<file path="config.mk">
export PLATFORM = sky130hd
export DESIGN_NAME = thumb_branch_address_filter_core
export DESIGN_NICKNAME = d
export VERILOG_FILES = /design/src/sv/tbaf_pkg.sv /design/src/sv/tbaf_front.sv /design/src/sv/tbaf_queue.sv /design/src/sv/tbaf_back.sv /design/src/sv/thumb_branch_address_filter_core.sv
export SDC_FILE = /design/constraint.sdc
export NUM_CORES = 1
export LEC_CHECK = 0
export ABC_AREA = 1
export BUFFER_PORTS_ARGS = -buffer_cell sky130_fd_sc_hd__buf_2
export CORE_ASPECT_RATIO = 0.5
export CORE_MARGIN = 1.5
export CORE_UTILIZATION = 60
export DETAILED_ROUTE_END_ITERATION = 8
export HOLD_SLACK_MARGIN = 0.12
export PLACE_DENSITY = 0.87
export SYNTH_ARGS = -nofsm -noshare
export SYNTH_HDL_FRONTEND = slang
export SYNTH_SLANG_ARGS = --single-unit
</file>
<file path="constraint.sdc">
create_clock -name clock -period 10.3 [get_ports clock]
set_input_delay 1.03 -clock clock [delete_from_list [all_inputs] [get_ports clock]]
set_output_delay 1.03 -clock clock [all_outputs]
set_load 0.01 [all_outputs]
</file>
<file path="src/sv/tbaf_pkg.sv">
package tbaf_pkg;

   // with rsp never stalled at most four groups wait after any edge
   localparam int QUEUE_DEPTH_DEFAULT = 5;

   // configuration register indexes
   localparam logic [1:0] CSR_ENCODE_MODE  = 2'd0;
   localparam logic [1:0] CSR_START_OFFSET = 2'd1;

   // Thumb BL pair detection
   localparam logic [7:0] BL_MASK   = 8'hF8;
   localparam logic [7:0] BL_HIGH   = 8'hF0;
   localparam logic [7:0] BL_LOW    = 8'hF8;
   localparam logic [2:0] OFS_MASK  = 3'h7;

   // group of one to four output bytes released by a single input item
   typedef struct packed {
      logic [3:0][7:0] bytes;
      logic [2:0]      count;
      logic            last;
   } group_type;

endpackage

</file>
<file path="src/sv/tbaf_front.sv">
module tbaf_front (
   input  logic                clock,
   input  logic                reset,
   input  logic                req_tvalid,
   output logic                req_tready,
   input  logic [7:0]          req_tdata,
   input  logic                req_tlast,
   input  logic                csr_valid,
   input  logic [1:0]          csr_index,
   input  logic [31:0]         csr_data,
   output logic                push_valid,
   input  logic                push_ready,
   output tbaf_pkg::group_type push_group
);
   import tbaf_pkg::*;

   logic [3:0][7:0] win_ff, win_in, win;
   logic [1:0]      held_ff, held_in;
   logic [31:0]     pos_ff, pos_in;
   logic            encode_ff, encode_in;
   logic [31:0]     start_ff, start_in;

   logic            accept, full, match;
   logic [22:0]     src, base, dest;
   logic [3:0][7:0] conv;

   assign req_tready = push_ready;
   assign accept     = req_tvalid && push_ready;

   always_comb begin
      win          = win_ff;
      win[held_ff] = req_tdata;
      full  = (held_ff == 2'd3);
      match = full && ((win[1] & BL_MASK) == BL_HIGH) && ((win[3] & BL_MASK) == BL_LOW);
      // only the low 23 bits of the branch target reach the rewritten bytes
      src   = {win[1][2:0] & OFS_MASK, win[0], win[3][2:0] & OFS_MASK, win[2], 1'b0};
      base  = start_ff[22:0] + pos_ff[22:0] + 23'd4;
      dest  = encode_ff ? (src + base) : (src - base);
      conv[0] = dest[19:12];
      conv[1] = BL_HIGH | {5'b0, dest[22:20]};
      conv[2] = dest[8:1];
      conv[3] = BL_LOW | {5'b0, dest[11:9]};
   end

   always_comb begin
      win_in     = win_ff;
      held_in    = held_ff;
      pos_in     = pos_ff;
      push_valid = 1'b0;
      push_group = '0;
      if (accept) begin
         win_in  = win;
         held_in = held_ff + 2'd1;
         if (match) begin
            push_valid       = 1'b1;
            push_group.bytes = conv;
            push_group.count = 3'd4;
            win_in           = '0;
            held_in          = 2'd0;
            pos_in           = pos_ff + 32'd4;
         end else if (full) begin
            push_valid       = 1'b1;
            push_group.bytes = {16'h0000, win[1], win[0]};
            push_group.count = 3'd2;
            win_in           = {16'h0000, win[3], win[2]};
            held_in          = 2'd2;
            pos_in           = pos_ff + 32'd2;
         end
         if (req_tlast) begin
            // flush everything still held; a BL pair completed by this byte goes out converted
            push_valid      = 1'b1;
            push_group.last = 1'b1;
            if (!match) begin
               push_group.bytes = win;
               push_group.count = {1'b0, held_ff} + 3'd1;
            end
            win_in  = '0;
            held_in = 2'd0;
            pos_in  = '0;
         end
      end
   end

   always_comb begin
      encode_in = encode_ff;
      start_in  = start_ff;
      if (csr_valid) begin
         case (csr_index)
            CSR_ENCODE_MODE:  encode_in = csr_data[0];
            CSR_START_OFFSET: start_in  = csr_data;
            default: ;
         endcase
      end
   end

   always_ff @(posedge clock) begin
      if (reset) begin
         win_ff    <= '0;
         held_ff   <= '0;
         pos_ff    <= '0;
         encode_ff <= 1'b0;
         start_ff  <= '0;
      end else begin
         win_ff    <= win_in;
         held_ff   <= held_in;
         pos_ff    <= pos_in;
         encode_ff <= encode_in;
         start_ff  <= start_in;
      end
   end

endmodule

</file>
<file path="src/sv/tbaf_queue.sv">
module tbaf_queue #(
   parameter int DEPTH = tbaf_pkg::QUEUE_DEPTH_DEFAULT
) (
   input  logic                clock,
   input  logic                reset,
   input  logic                push_valid,
   output logic                push_ready,
   input  tbaf_pkg::group_type push_group,
   output logic                pop_valid,
   input  logic                pop_ready,
   output tbaf_pkg::group_type pop_group
);
   import tbaf_pkg::*;

   localparam int PTR_W = (DEPTH > 1) ? $clog2(DEPTH) : 1;
   localparam int CNT_W = $clog2(DEPTH + 1);

   group_type           mem_ff [DEPTH];
   logic [PTR_W-1:0]    wr_ptr_ff, wr_ptr_in, rd_ptr_ff, rd_ptr_in;
   logic [CNT_W-1:0]    cnt_ff, cnt_in;
   logic                do_push, do_pop;

   assign push_ready = (cnt_ff != CNT_W'(DEPTH));
   assign pop_valid  = (cnt_ff != '0);
   assign pop_group  = mem_ff[rd_ptr_ff];
   assign do_push    = push_valid && push_ready;
   assign do_pop     = pop_valid && pop_ready;

   always_comb begin
      wr_ptr_in = wr_ptr_ff;
      rd_ptr_in = rd_ptr_ff;
      cnt_in    = cnt_ff;
      if (do_push) begin
         wr_ptr_in = (wr_ptr_ff == PTR_W'(DEPTH - 1)) ? '0 : wr_ptr_ff + PTR_W'(1);
      end
      if (do_pop) begin
         rd_ptr_in = (rd_ptr_ff == PTR_W'(DEPTH - 1)) ? '0 : rd_ptr_ff + PTR_W'(1);
      end
      if (do_push && !do_pop) begin
         cnt_in = cnt_ff + CNT_W'(1);
      end else if (do_pop && !do_push) begin
         cnt_in = cnt_ff - CNT_W'(1);
      end
   end

   always_ff @(posedge clock) begin
      if (reset) begin
         wr_ptr_ff <= '0;
         rd_ptr_ff <= '0;
         cnt_ff    <= '0;
      end else begin
         wr_ptr_ff <= wr_ptr_in;
         rd_ptr_ff <= rd_ptr_in;
         cnt_ff    <= cnt_in;
      end
   end

   always_ff @(posedge clock) begin
      if (do_push) begin
         mem_ff[wr_ptr_ff] <= push_group;
      end
   end

endmodule

</file>
<file path="src/sv/tbaf_back.sv">
module tbaf_back (
   input  logic                clock,
   input  logic                reset,
   input  logic                pop_valid,
   output logic                pop_ready,
   input  tbaf_pkg::group_type pop_group,
   output logic                rsp_tvalid,
   input  logic                rsp_tready,
   output logic [7:0]          rsp_tdata,
   output logic                rsp_tlast
);
   import tbaf_pkg::*;

   logic [1:0] idx_ff, idx_in;
   logic       at_end, taken;

   assign at_end     = ({1'b0, idx_ff} == (pop_group.count - 3'd1));
   assign taken      = rsp_tvalid && rsp_tready;
   assign rsp_tvalid = pop_valid;
   assign rsp_tdata  = pop_group.bytes[idx_ff];
   assign rsp_tlast  = pop_group.last && at_end;
   assign pop_ready  = taken && at_end;

   always_comb begin
      idx_in = idx_ff;
      if (taken) begin
         idx_in = at_end ? 2'd0 : idx_ff + 2'd1;
      end
   end

   always_ff @(posedge clock) begin
      if (reset) begin
         idx_ff <= '0;
      end else begin
         idx_ff <= idx_in;
      end
   end

endmodule

</file>
<file path="src/sv/thumb_branch_address_filter_core.sv">
// Thumb BL branch address filter.
// req_* carries one code byte per item (tlast marks the final byte of a stream);
// rsp_* returns the bytes in stream order, BL pairs rewritten, tlast on the final
// byte of the stream. csr_* writes encode_mode (index 0) and start_offset
// (index 1); write only while the block is idle. csr_ready is always high.
// One byte is accepted per cycle while req_tready is high. Each accepted byte
// releases zero to four bytes as a group into a small group queue; the output side
// drains one byte per cycle while rsp_tready is high, straight from the queue head.
// Sustained rate is one byte per cycle in and out while rsp is not stalled, set by
// the single-byte output port; the queue absorbs the four-byte bursts of a
// converted pair or a flush. When rsp stalls, the queue fills and req_tready
// drops once QUEUE_DEPTH groups wait.
// Reset (synchronous) empties the window and queue and sets both registers to 0.
module thumb_branch_address_filter_core #(
   parameter int QUEUE_DEPTH = tbaf_pkg::QUEUE_DEPTH_DEFAULT
) (
   input  logic        clock,
   input  logic        reset,
   input  logic        req_tvalid,
   output logic        req_tready,
   input  logic [7:0]  req_tdata,   // [7:0] data_byte
   input  logic        req_tlast,   // is_last
   output logic        rsp_tvalid,
   input  logic        rsp_tready,
   output logic [7:0]  rsp_tdata,   // [7:0] out_byte
   output logic        rsp_tlast,   // out_last
   input  logic        csr_valid,
   output logic        csr_ready,
   input  logic [1:0]  csr_index,
   input  logic [31:0] csr_data
);
   import tbaf_pkg::*;

   group_type push_group, pop_group;
   logic      push_valid, push_ready, pop_valid, pop_ready;

   assign csr_ready = 1'b1;

   tbaf_front u_front (
      .clock      (clock),
      .reset      (reset),
      .req_tvalid (req_tvalid),
      .req_tready (req_tready),
      .req_tdata  (req_tdata),
      .req_tlast  (req_tlast),
      .csr_valid  (csr_valid),
      .csr_index  (csr_index),
      .csr_data   (csr_data),
      .push_valid (push_valid),
      .push_ready (push_ready),
      .push_group (push_group)
   );

   tbaf_queue #(
      .DEPTH (QUEUE_DEPTH)
   ) u_queue (
      .clock      (clock),
      .reset      (reset),
      .push_valid (push_valid),
      .push_ready (push_ready),
      .push_group (push_group),
      .pop_valid  (pop_valid),
      .pop_ready  (pop_ready),
      .pop_group  (pop_group)
   );

   tbaf_back u_back (
      .clock      (clock),
      .reset      (reset),
      .pop_valid  (pop_valid),
      .pop_ready  (pop_ready),
      .pop_group  (pop_group),
      .rsp_tvalid (rsp_tvalid),
      .rsp_tready (rsp_tready),
      .rsp_tdata  (rsp_tdata),
      .rsp_tlast  (rsp_tlast)
   );

endmodule

</file>
==> results_tabular.tex, run 1 <==
\begin{tabular}{lr}
\hline
Metric & Value \\
\hline
\multicolumn{2}{l}{\textbf{Synthesis}} \\
Flop and latch count out of synthesis & 274 \\
Avg Synthesized Cell Area & 7.80 um\^{}2 \\
Share of Yosys cell area claimed by the top area cell type & 33.1\% \\
Instance count of the mapped netlist & 2091 \\
Netlist area before placement & 16300 um\^{}2 \\
Ys Warns & 0 \\
Number of enable flip-flop cells after synthesis & 180 \\
Cell type with the largest total area after synthesis & sky130\_fd\_sc\_hd\_\_edfxtp\_1 \\
Xor/xnor cell area share of the yosys netlist & 1.29\% \\
Synthesized netlist net count & 2239 \\
Arithmetic-cell share of the synthesized area counting full adders, half adders and majority gates & 7.86\% \\
Combinational family with the most area after synthesis & simple AND/OR/NAND/NOR gates \\
Synth top area cells & sky130\_fd\_sc\_hd\_\_edfxtp\_1, sky130\_fd\_sc\_hd\_\_dfxtp\_1, sky130\_fd\_sc\_hd\_\_nand2\_1 \\
Number of distinct standard cells referenced by the synthesized netlist & 50 \\
Sequential area share after synthesis & 44.7\% \\
Leading register cell type out of synthesis & sky130\_fd\_sc\_hd\_\_edfxtp\_1 \\
Async set-or-reset flop fraction in the synthesized netlist & 0\% \\
Synth Area in Compound Gates & 14.0\% \\
Area fraction in and, or, nand and nor cells after synthesis & 24.9\% \\
Multiplexer share of the synthesized area & 0.0614\% \\
\multicolumn{2}{l}{\textbf{Routing}} \\
Via count & 14700 \\
Number of nets with antenna violations after routing & 0 \\
Detailed-route DRC error count & 0 \\
Routed WL per cell & 18.2 um \\
Total wire length & 45200 um \\
Mean number of vias per cell & 5.93 \\
Drt first-iter violations & 2047 \\
Detailed-routing iteration count for the pre-antenna-repair pass & 6 \\
\multicolumn{2}{l}{\textbf{Pwr}} \\
Cell Pwr Density & 142 nW/um\^{}2 \\
Peak supply drop & 0.128 mV \\
Overall power consumption & 2.50 mW \\
Leakage & 7.62 nW \\
\multicolumn{2}{l}{\textbf{STA}} \\
Transition time at the pin with the least slew margin & 1.10 ns \\
Unrepaired setup endpoints after global routing & false \\
Achievable clock frequency & 206 MHz \\
Slew margin rel. & 26.1\% \\
Clock Skew & 0.0208 ns \\
Clock period minus final worst setup slack & 4.85 ns \\
Hold Slack & 0.426 ns \\
Final setup fails & 0 \\
Final hold violations & 0 \\
Minimum setup slack in the final design & 5.45 ns \\
Total Negative Setup Slacks & 0 ns \\
Count of pins over their slew limit & 0 \\
Post-route fraction of the period consumed by the critical path & 47.1\% \\
\multicolumn{2}{l}{\textbf{Placed design}} \\
Detailed-placement wirelength estimate & 30900 um \\
Worst Setup Slack post-DPL & 5.75 ns \\
Count of input and output buffers & 49 \\
Number of placed instances with taps included & 2438 \\
GP Congestion & 1.00 \\
\multicolumn{2}{l}{\textbf{Worst setup path}} \\
Cell occurring most often along the worst timing path & sky130\_fd\_sc\_hd\_\_nand2\_1 \\
Capturing element type of the critical path & register \\
Crit path launch type & register \\
Slowest cell on crit path & sky130\_fd\_sc\_hd\_\_o21ai\_0 \\
Data arrival, critical path & 5.04 ns \\
Critical Path Fanout Max & 9 \\
Minimum setup slack among reg-to-reg paths & 5.45 ns \\
Startpoint-to-endpoint class of the critical path & reg -> reg \\
Delay of the slowest critical-path stage & 0.80 ns \\
Required time of the critical path & 10.49 ns \\
Ordered list of cells on the worst path & ha\_1, ha\_1, nand2\_1, nand3b\_1, nand2\_1, inv\_1, o21bai\_1, nand2\_1, nand2\_1, a21oi\_1, nand2\_1, nand2\_1, ha\_1, nand2\_1, nor2\_1, nand3\_1, nand3\_1, nand2\_1, nand3\_1, nand2\_1, o21ai\_0 \\
\multicolumn{2}{l}{\textbf{Finish}} \\
Share of cells above drive strength 1 & 6.57\% \\
Fin cells & 2482 \\
Filler cell count in the final layout & 2147 \\
Area growth from synthesis to layout & 8.03\% \\
Number of diodes added for antenna fixing & 0 \\
Total number of nets in the final design & 2260 \\
\multicolumn{2}{l}{\textbf{Clocking}} \\
Clock input transition at the sequential cells of the worst setup and hold paths & 0.08 ns \\
Post-CTS Repair Setup Buffers & 0 \\
Clock root buffer & sky130\_fd\_sc\_hd\_\_clkbuf\_16 \\
CTS Buf Count & 24 \\
H-tree levels & 1 \\
Clock tree from TritonCTS & done \\
Quantity of hold-fixing buffers added after cts & 0 \\
Clock insertion delay at the later pin of the skew report & 0.55 ns \\
Sink count of the clock tree & 274 \\
Number of instances resized during post-cts repair & 0 \\
Maximum clock insertion buffer count & 3 \\
\multicolumn{2}{l}{\textbf{Floorplanning}} \\
Site row count & 42 \\
Die area & 28200 um\^{}2 \\
Die height & 120 um \\
Ports placed on the boundary & 60 \\
Die boundary width & 236 um \\
Initial Util & 61.3\% \\
Core Region & 26600 um\^{}2 \\
\multicolumn{2}{l}{\textbf{GRT}} \\
Initial antenna violation count & 0 \\
Total routing resource utilization after global routing & 31.6\% \\
Total grt overflow & 0 \\
Largest net degree at the start of global routing & 73 \\
Via count of the first global-routing pass & 13100 \\
First-pass GRT wire length & 70000 um \\
\multicolumn{2}{l}{\textbf{Hold path}} \\
Hold/Removal Path Class & reg -> reg \\
\multicolumn{2}{l}{\textbf{Run status}} \\
Outcome & finished clean \\
\multicolumn{2}{l}{\textbf{Flow run}} \\
Maxcap violations & 0 \\
\hline
\end{tabular}
[final cells by class]
type                       instances  area, um^2  area share, %
inverter                         227         852           4.84
tap                              352         440           2.50
clock inverter                    14         108          0.611
sequential                       274        7290           41.4
timing repair buffer              72         418           2.37
clock buffer                      30         628           3.57
multi-input combinational       1513        7880           44.7
[synthesized netlist by cell type (2+ instances only)]
library cell and n:
sky130_fd_sc_hd__nor4_1 7, sky130_fd_sc_hd__o211ai_1 20, sky130_fd_sc_hd__clkbuf_1 60, sky130_fd_sc_hd__dfxtp_1 94, sky130_fd_sc_hd__a21oi_1 130, sky130_fd_sc_hd__nand4_1 17
sky130_fd_sc_hd__edfxtp_1 180, sky130_fd_sc_hd__inv_2 3, sky130_fd_sc_hd__nand2_2 4, sky130_fd_sc_hd__o21ai_0 175, sky130_fd_sc_hd__o22ai_1 39, sky130_fd_sc_hd__nor3_1 28
sky130_fd_sc_hd__o221ai_1 2, sky130_fd_sc_hd__nand3b_1 8, sky130_fd_sc_hd__a21o_1 3, sky130_fd_sc_hd__nand3_1 128, sky130_fd_sc_hd__nand2_1 471, sky130_fd_sc_hd__o21ai_1 2
sky130_fd_sc_hd__o21bai_1 13, sky130_fd_sc_hd__clkinv_1 6, sky130_fd_sc_hd__a21boi_0 2, sky130_fd_sc_hd__nor2_2 4, sky130_fd_sc_hd__buf_2 10, sky130_fd_sc_hd__buf_1 4
sky130_fd_sc_hd__and2_1 4, sky130_fd_sc_hd__ha_1 96, sky130_fd_sc_hd__a221o_1 8, sky130_fd_sc_hd__buf_4 2, sky130_fd_sc_hd__conb_1 2, sky130_fd_sc_hd__xnor2_1 6
sky130_fd_sc_hd__or2_2 6, sky130_fd_sc_hd__xor2_1 18, sky130_fd_sc_hd__inv_1 218, sky130_fd_sc_hd__a31oi_1 3, sky130_fd_sc_hd__fa_1 4, sky130_fd_sc_hd__nor2_1 293
sky130_fd_sc_hd__a211oi_1 8
[layout by cell type, fill, tap and decap left out, types with 6 or more instances in the layout]
cell / n
sky130_fd_sc_hd__nand4_1: 17
sky130_fd_sc_hd__nand2_1: 471
sky130_fd_sc_hd__o211ai_1: 20
sky130_fd_sc_hd__edfxtp_1: 180
sky130_fd_sc_hd__or2_2: 6
sky130_fd_sc_hd__ha_1: 96
sky130_fd_sc_hd__nor3_2: 6
sky130_fd_sc_hd__nor2_1: 293
sky130_fd_sc_hd__a21oi_1: 130
sky130_fd_sc_hd__dfxtp_1: 93
sky130_fd_sc_hd__xor2_1: 18
sky130_fd_sc_hd__inv_1: 218
sky130_fd_sc_hd__nor3_1: 23
sky130_fd_sc_hd__nand3_1: 128
sky130_fd_sc_hd__clkbuf_16: 24
sky130_fd_sc_hd__o22ai_1: 39
sky130_fd_sc_hd__a211oi_1: 8
sky130_fd_sc_hd__nor4_1: 6
sky130_fd_sc_hd__clkinv_1: 10
sky130_fd_sc_hd__o21ai_0: 175
sky130_fd_sc_hd__o21bai_1: 13
sky130_fd_sc_hd__a221o_1: 8
sky130_fd_sc_hd__buf_2: 49
sky130_fd_sc_hd__buf_4: 23
sky130_fd_sc_hd__xnor2_1: 6
sky130_fd_sc_hd__nand3b_1: 8
[kinds of logic (layout without fill, tap and decap cells)]
family | after synthesis | after routing
other | 2 | 2
xor gates and xnor gates | 24 | 24
AOI/OAI and AO/OA | 410 | 410
DFF | 274 | 274
buffers and inverters | 304 | 343
and+or+nand+nor | 976 | 976
adders and majority gates | 100 | 100
muxes | 1 | 1
[through the flow]
stage	util (%)	instance area (um^2)
final	66.3	17600
after CTS	66.3	17600
after floorplan	-	16300
after global placement	63.5	16900
after global routing	66.3	17600
after detailed placement	63.5	16900
[worst paths after layout]
check	start	to	cells after the start
setup / recovery	u_front.pos_ff[5]	u_queue.mem_ff[1][5]	21
hold / removal	u_front.win_ff[27]	u_front.win_ff[27]	2
setup reg to reg	u_front.pos_ff[5]	u_queue.mem_ff[1][5]	21
hold reg to reg	u_front.win_ff[27]	u_front.win_ff[27]	2
[state kept, by name, indices dropped and copies added, names as in the netlist, named ones only]
signal	flops
u_back.idx_ff	2
u_queue.cnt_ff	3
u_front.pos_ff	22
u_front.start_ff	23
u_queue.wr_ptr_ff	3
u_front.win_ff	32
u_front.encode_ff	1
u_queue.mem_ff	180
u_front.held_ff	2
u_queue.rd_ptr_ff	3
[metal layers]
metal	up-vias	track usage (%)	part of all wire, %
met1	6754	43.6	41
met3	98	7.13	12
met5	-	0	0
met4	0	8.41	2.5
met2	818	50.6	45
li1	7053	-	-
[report_power, final]
part / internal [mW] / total [mW] / leakage, nW / switching [mW]
Combinational: 0.131 / 0.427 / 4.75 / 0.295
Sequential: 1.19 / 1.20 / 2.51 / 0.0129
Clock: 0.462 / 0.866 / 0.363 / 0.404
[worst max-delay path: cells and delay by family, from the launching register on]
family,cells,cell delay [ns]
buffers and inverters,1,0.06
AND/OR/NAND/NOR,14,1.67
AO/OA/AOI/OAI,3,1.14
flip-flops,1,0.47
adder cells (fa/ha/maj),3,1.14
Note: power is estimated with default switching activity, not from simulation.
==> run 2, diff against run 1 <==
==> constraint.sdc (replaced) <==
create_clock -name clock -period 4.9 [get_ports clock]
set_input_delay 0.49 -clock clock [delete_from_list [all_inputs] [get_ports clock]]
set_output_delay 0.49 -clock clock [all_outputs]
set_load 0.01 [all_outputs]
==> results_tabular.tex, run 2 (same netlist as run 1, synthesis figures left out) <==
\begin{tabular}{lr}
\hline
Metric & Value \\
\hline
\multicolumn{2}{l}{\textbf{STA}} \\
Transition time at the pin with the least slew margin & 0.920 ns (-0.176 ns) \\
Achievable clock frequency & 220 MHz (+6.6\%) \\
Clock period minus final worst setup slack & 4.55 ns (-0.301 ns) \\
Slew margin rel. & 38.0\% (+12 points) \\
Total Negative Setup Slacks & 0 ns (unchanged) \\
Count of pins over their slew limit & 0 (unchanged) \\
Post-route fraction of the period consumed by the critical path & 92.8\% (+46 points) \\
Clock Skew & 0.0233 ns (+0.00242 ns) \\
Unrepaired setup endpoints after global routing & false \\
Final hold violations & 0 (unchanged) \\
Minimum setup slack in the final design & 0.352 ns (-5.10 ns) \\
Final setup fails & 0 (unchanged) \\
\multicolumn{2}{l}{\textbf{Clocking}} \\
Sink count of the clock tree & 274 (unchanged) \\
Clock tree from TritonCTS & done \\
CTS Buf Count & 24 (unchanged) \\
Number of instances resized during post-cts repair & 0 (unchanged) \\
Quantity of hold-fixing buffers added after cts & 0 (unchanged) \\
Clock root buffer & sky130\_fd\_sc\_hd\_\_clkbuf\_16 \\
Maximum clock insertion buffer count & 3 (unchanged) \\
H-tree levels & 1 (unchanged) \\
Clock insertion delay at the later pin of the skew report & 0.55 ns (about the same) \\
Clock input transition at the sequential cells of the worst setup and hold paths & 0.08 ns (about the same) \\
Post-CTS Repair Setup Buffers & 0 (unchanged) \\
\multicolumn{2}{l}{\textbf{Worst setup path}} \\
Crit path launch type & register \\
Startpoint of the worst-slack reg-to-reg timing path & u\_front.pos\_ff[2] \\
Startpoint-to-endpoint class of the critical path & reg -> reg \\
Data arrival, critical path & 4.82 ns (-0.22 ns) \\
Critical Path Fanout Max & 5 (-4) \\
Minimum setup slack among reg-to-reg paths & 0.35 ns (-5.10 ns) \\
Required time of the critical path & 5.17 ns (-5.32 ns) \\
Cells on worst reg2reg path & 23 (+9.5\%) \\
End of the worst register-to-register path & u\_queue.mem\_ff[0][4] \\
Capturing element type of the critical path & register \\
\multicolumn{2}{l}{\textbf{Floorplanning}} \\
Ports placed on the boundary & 60 (unchanged) \\
Initial Util & 61.3\% (unchanged) \\
Die height & 120 um (unchanged) \\
Die boundary width & 236 um (unchanged) \\
Site row count & 42 (unchanged) \\
Die area & 28200 um\^{}2 (unchanged) \\
Core Region & 26600 um\^{}2 (unchanged) \\
\multicolumn{2}{l}{\textbf{Routing}} \\
Number of nets with antenna violations after routing & 0 (unchanged) \\
Routed WL per cell & 18.8 um (+3.3\%) \\
Total wire length & 46800 um (+3.6\%) \\
Mean number of vias per cell & 6.02 (+1.5\%) \\
Detailed-route DRC error count & 0 (unchanged) \\
Drt first-iter violations & 1933 (-5.6\%) \\
Detailed-routing iteration count for the pre-antenna-repair pass & 6 (unchanged) \\
Via count & 15000 (+1.9\%) \\
\multicolumn{2}{l}{\textbf{Finish}} \\
Number of diodes added for antenna fixing & 0 (unchanged) \\
Most common cell after layout, fill and taps aside & sky130\_fd\_sc\_hd\_\_nand2\_1 \\
Share of cells above drive strength 1 & 6.97\% (+0.39 points) \\
Commonest cells after routing, fill and taps aside & sky130\_fd\_sc\_hd\_\_nand2\_1, sky130\_fd\_sc\_hd\_\_nor2\_1, sky130\_fd\_sc\_hd\_\_inv\_1 \\
Final instance area & 17800 um\^{}2 (+0.97\%) \\
Regs by FF count & u\_queue.mem\_ff: 180 flops, u\_front.win\_ff: 32 flops, u\_front.start\_ff: 23 flops \\
Final Core Density & 66.9\% (+0.64 points) \\
Total number of nets in the final design & 2269 (+0.40\%) \\
Area growth from synthesis to layout & 9.08\% \\
Number of flip-flops under the largest register name & 180 (unchanged) \\
Register ranked first by flip-flop count & u\_queue.mem\_ff \\
\multicolumn{2}{l}{\textbf{GRT}} \\
Via count of the first global-routing pass & 13700 (+4.3\%) \\
Initial antenna violation count & 2 (+2) \\
Total grt overflow & 0 (unchanged) \\
First-pass GRT wire length & 71700 um (+2.5\%) \\
Total routing resource utilization after global routing & 32.7\% (+1.0 points) \\
Largest net degree at the start of global routing & 55 (-25\%) \\
\multicolumn{2}{l}{\textbf{Flow run}} \\
Maxcap violations & 0 (unchanged) \\
\multicolumn{2}{l}{\textbf{Placed design}} \\
GP Congestion & 1.01 (+0.46\%) \\
Count of input and output buffers & 49 (unchanged) \\
Worst Setup Slack post-DPL & 0.567 ns (-5.18 ns) \\
Dpl cell area & 17000 um\^{}2 (+0.45\%) \\
Detailed-placement wirelength estimate & 32200 um (+4.1\%) \\
\multicolumn{2}{l}{\textbf{Run status}} \\
Outcome & finished clean \\
\multicolumn{2}{l}{\textbf{Pwr}} \\
Cell Pwr Density & 308 nW/um\^{}2 (+120\%) \\
Leakage & 7.70 nW (+1.1\%) \\
Peak supply drop & 0.208 mV (+62\%) \\
\multicolumn{2}{l}{\textbf{Hold path}} \\
Number of cells on the worst hold path & 3 (+1) \\
WHS Endpoint & u\_front.start\_ff[11] \\
Hold/Removal Path Class & in -> reg \\
Hold Path Origin & csr\_data[11] \\
\hline
\end{tabular}
==> run 2: final cells by class <==
| cell class | count | area (um^2) |
|---|---|---|
| Multi-Input combinational cell | 1513 | 7890 |
| Clock buffer | 26 | 608 |
| Sequential cell | 274 | 7290 |
| Timing Repair Buffer | 81 | 485 |
| Fill cell | 2028 | 8800 |
| Inverter | 227 | 852 |
| Clock inverter | 18 | 221 |
| Tap cell | 352 | 440 |
==> run 2: worst max-delay path by stage <==
stage	startpoint	to	slack, ns
after floorplan	u_front.held_ff[0]	u_queue.mem_ff[0][0]	0.58
after global placement	u_front.pos_ff[3]	u_queue.mem_ff[3][14]	0.63
after detailed placement	u_front.pos_ff[2]	u_queue.mem_ff[0][4]	0.57
after CTS	u_front.pos_ff[2]	u_queue.mem_ff[0][4]	0.52
after global routing	u_front.pos_ff[3]	u_queue.mem_ff[4][14]	0.009
final	u_front.pos_ff[2]	u_queue.mem_ff[0][4]	0.35
==> run 2: critical path: stages, from the launching register on <==
cell,delay [ns]
sky130_fd_sc_hd__dfxtp_1,0.43
sky130_fd_sc_hd__inv_1,0.14
sky130_fd_sc_hd__ha_1,0.29
sky130_fd_sc_hd__inv_1,0.14
sky130_fd_sc_hd__ha_1,0.19
sky130_fd_sc_hd__nor2_1,0.05
sky130_fd_sc_hd__nand2_1,0.07
sky130_fd_sc_hd__nand3b_1,0.07
sky130_fd_sc_hd__nand2_1,0.12
sky130_fd_sc_hd__inv_1,0.06
sky130_fd_sc_hd__o21bai_1,0.25
sky130_fd_sc_hd__nand2_1,0.09
sky130_fd_sc_hd__nand2_1,0.14
sky130_fd_sc_hd__xor2_1,0.37
sky130_fd_sc_hd__ha_1,0.37
sky130_fd_sc_hd__inv_1,0.13
sky130_fd_sc_hd__nand2_1,0.12
sky130_fd_sc_hd__nor3_1,0.21
sky130_fd_sc_hd__nand3_1,0.12
sky130_fd_sc_hd__nand3_1,0.16
sky130_fd_sc_hd__nand2_1,0.09
sky130_fd_sc_hd__nand3_1,0.07
sky130_fd_sc_hd__nand3_1,0.12
sky130_fd_sc_hd__a21oi_1,0.46
==> run 2: metal layers <==
layer	vias up	GRT usage (%)	wire length (um)
met4	4	11.5	1580
met3	140	7.84	6130
li1	7068	-	-
met1	6848	42.7	18000
met5	-	1.60	56
met2	940	53.3	21100
==> run 2: power by group <==
group          leakage [nW]  switching [mW]  total [mW]  internal [mW]
Clock                 0.399           0.902        2.03           1.12
Sequential             2.51          0.0290        2.53           2.50
Combinational          4.79           0.633       0.913          0.281
==> run 2: through the flow <==
stage | cells | hold slack [ns] | power, mW
floorplan | 2091 | 0.405 | 3.18
global placement | 2447 | 0.416 | 3.42
detailed placement | 2447 | 0.421 | 3.45
CTS | 2491 | 0.153 | 5.43
global route | 2491 | 0.158 | 5.64
finish | 2491 | 0.151 | 5.47
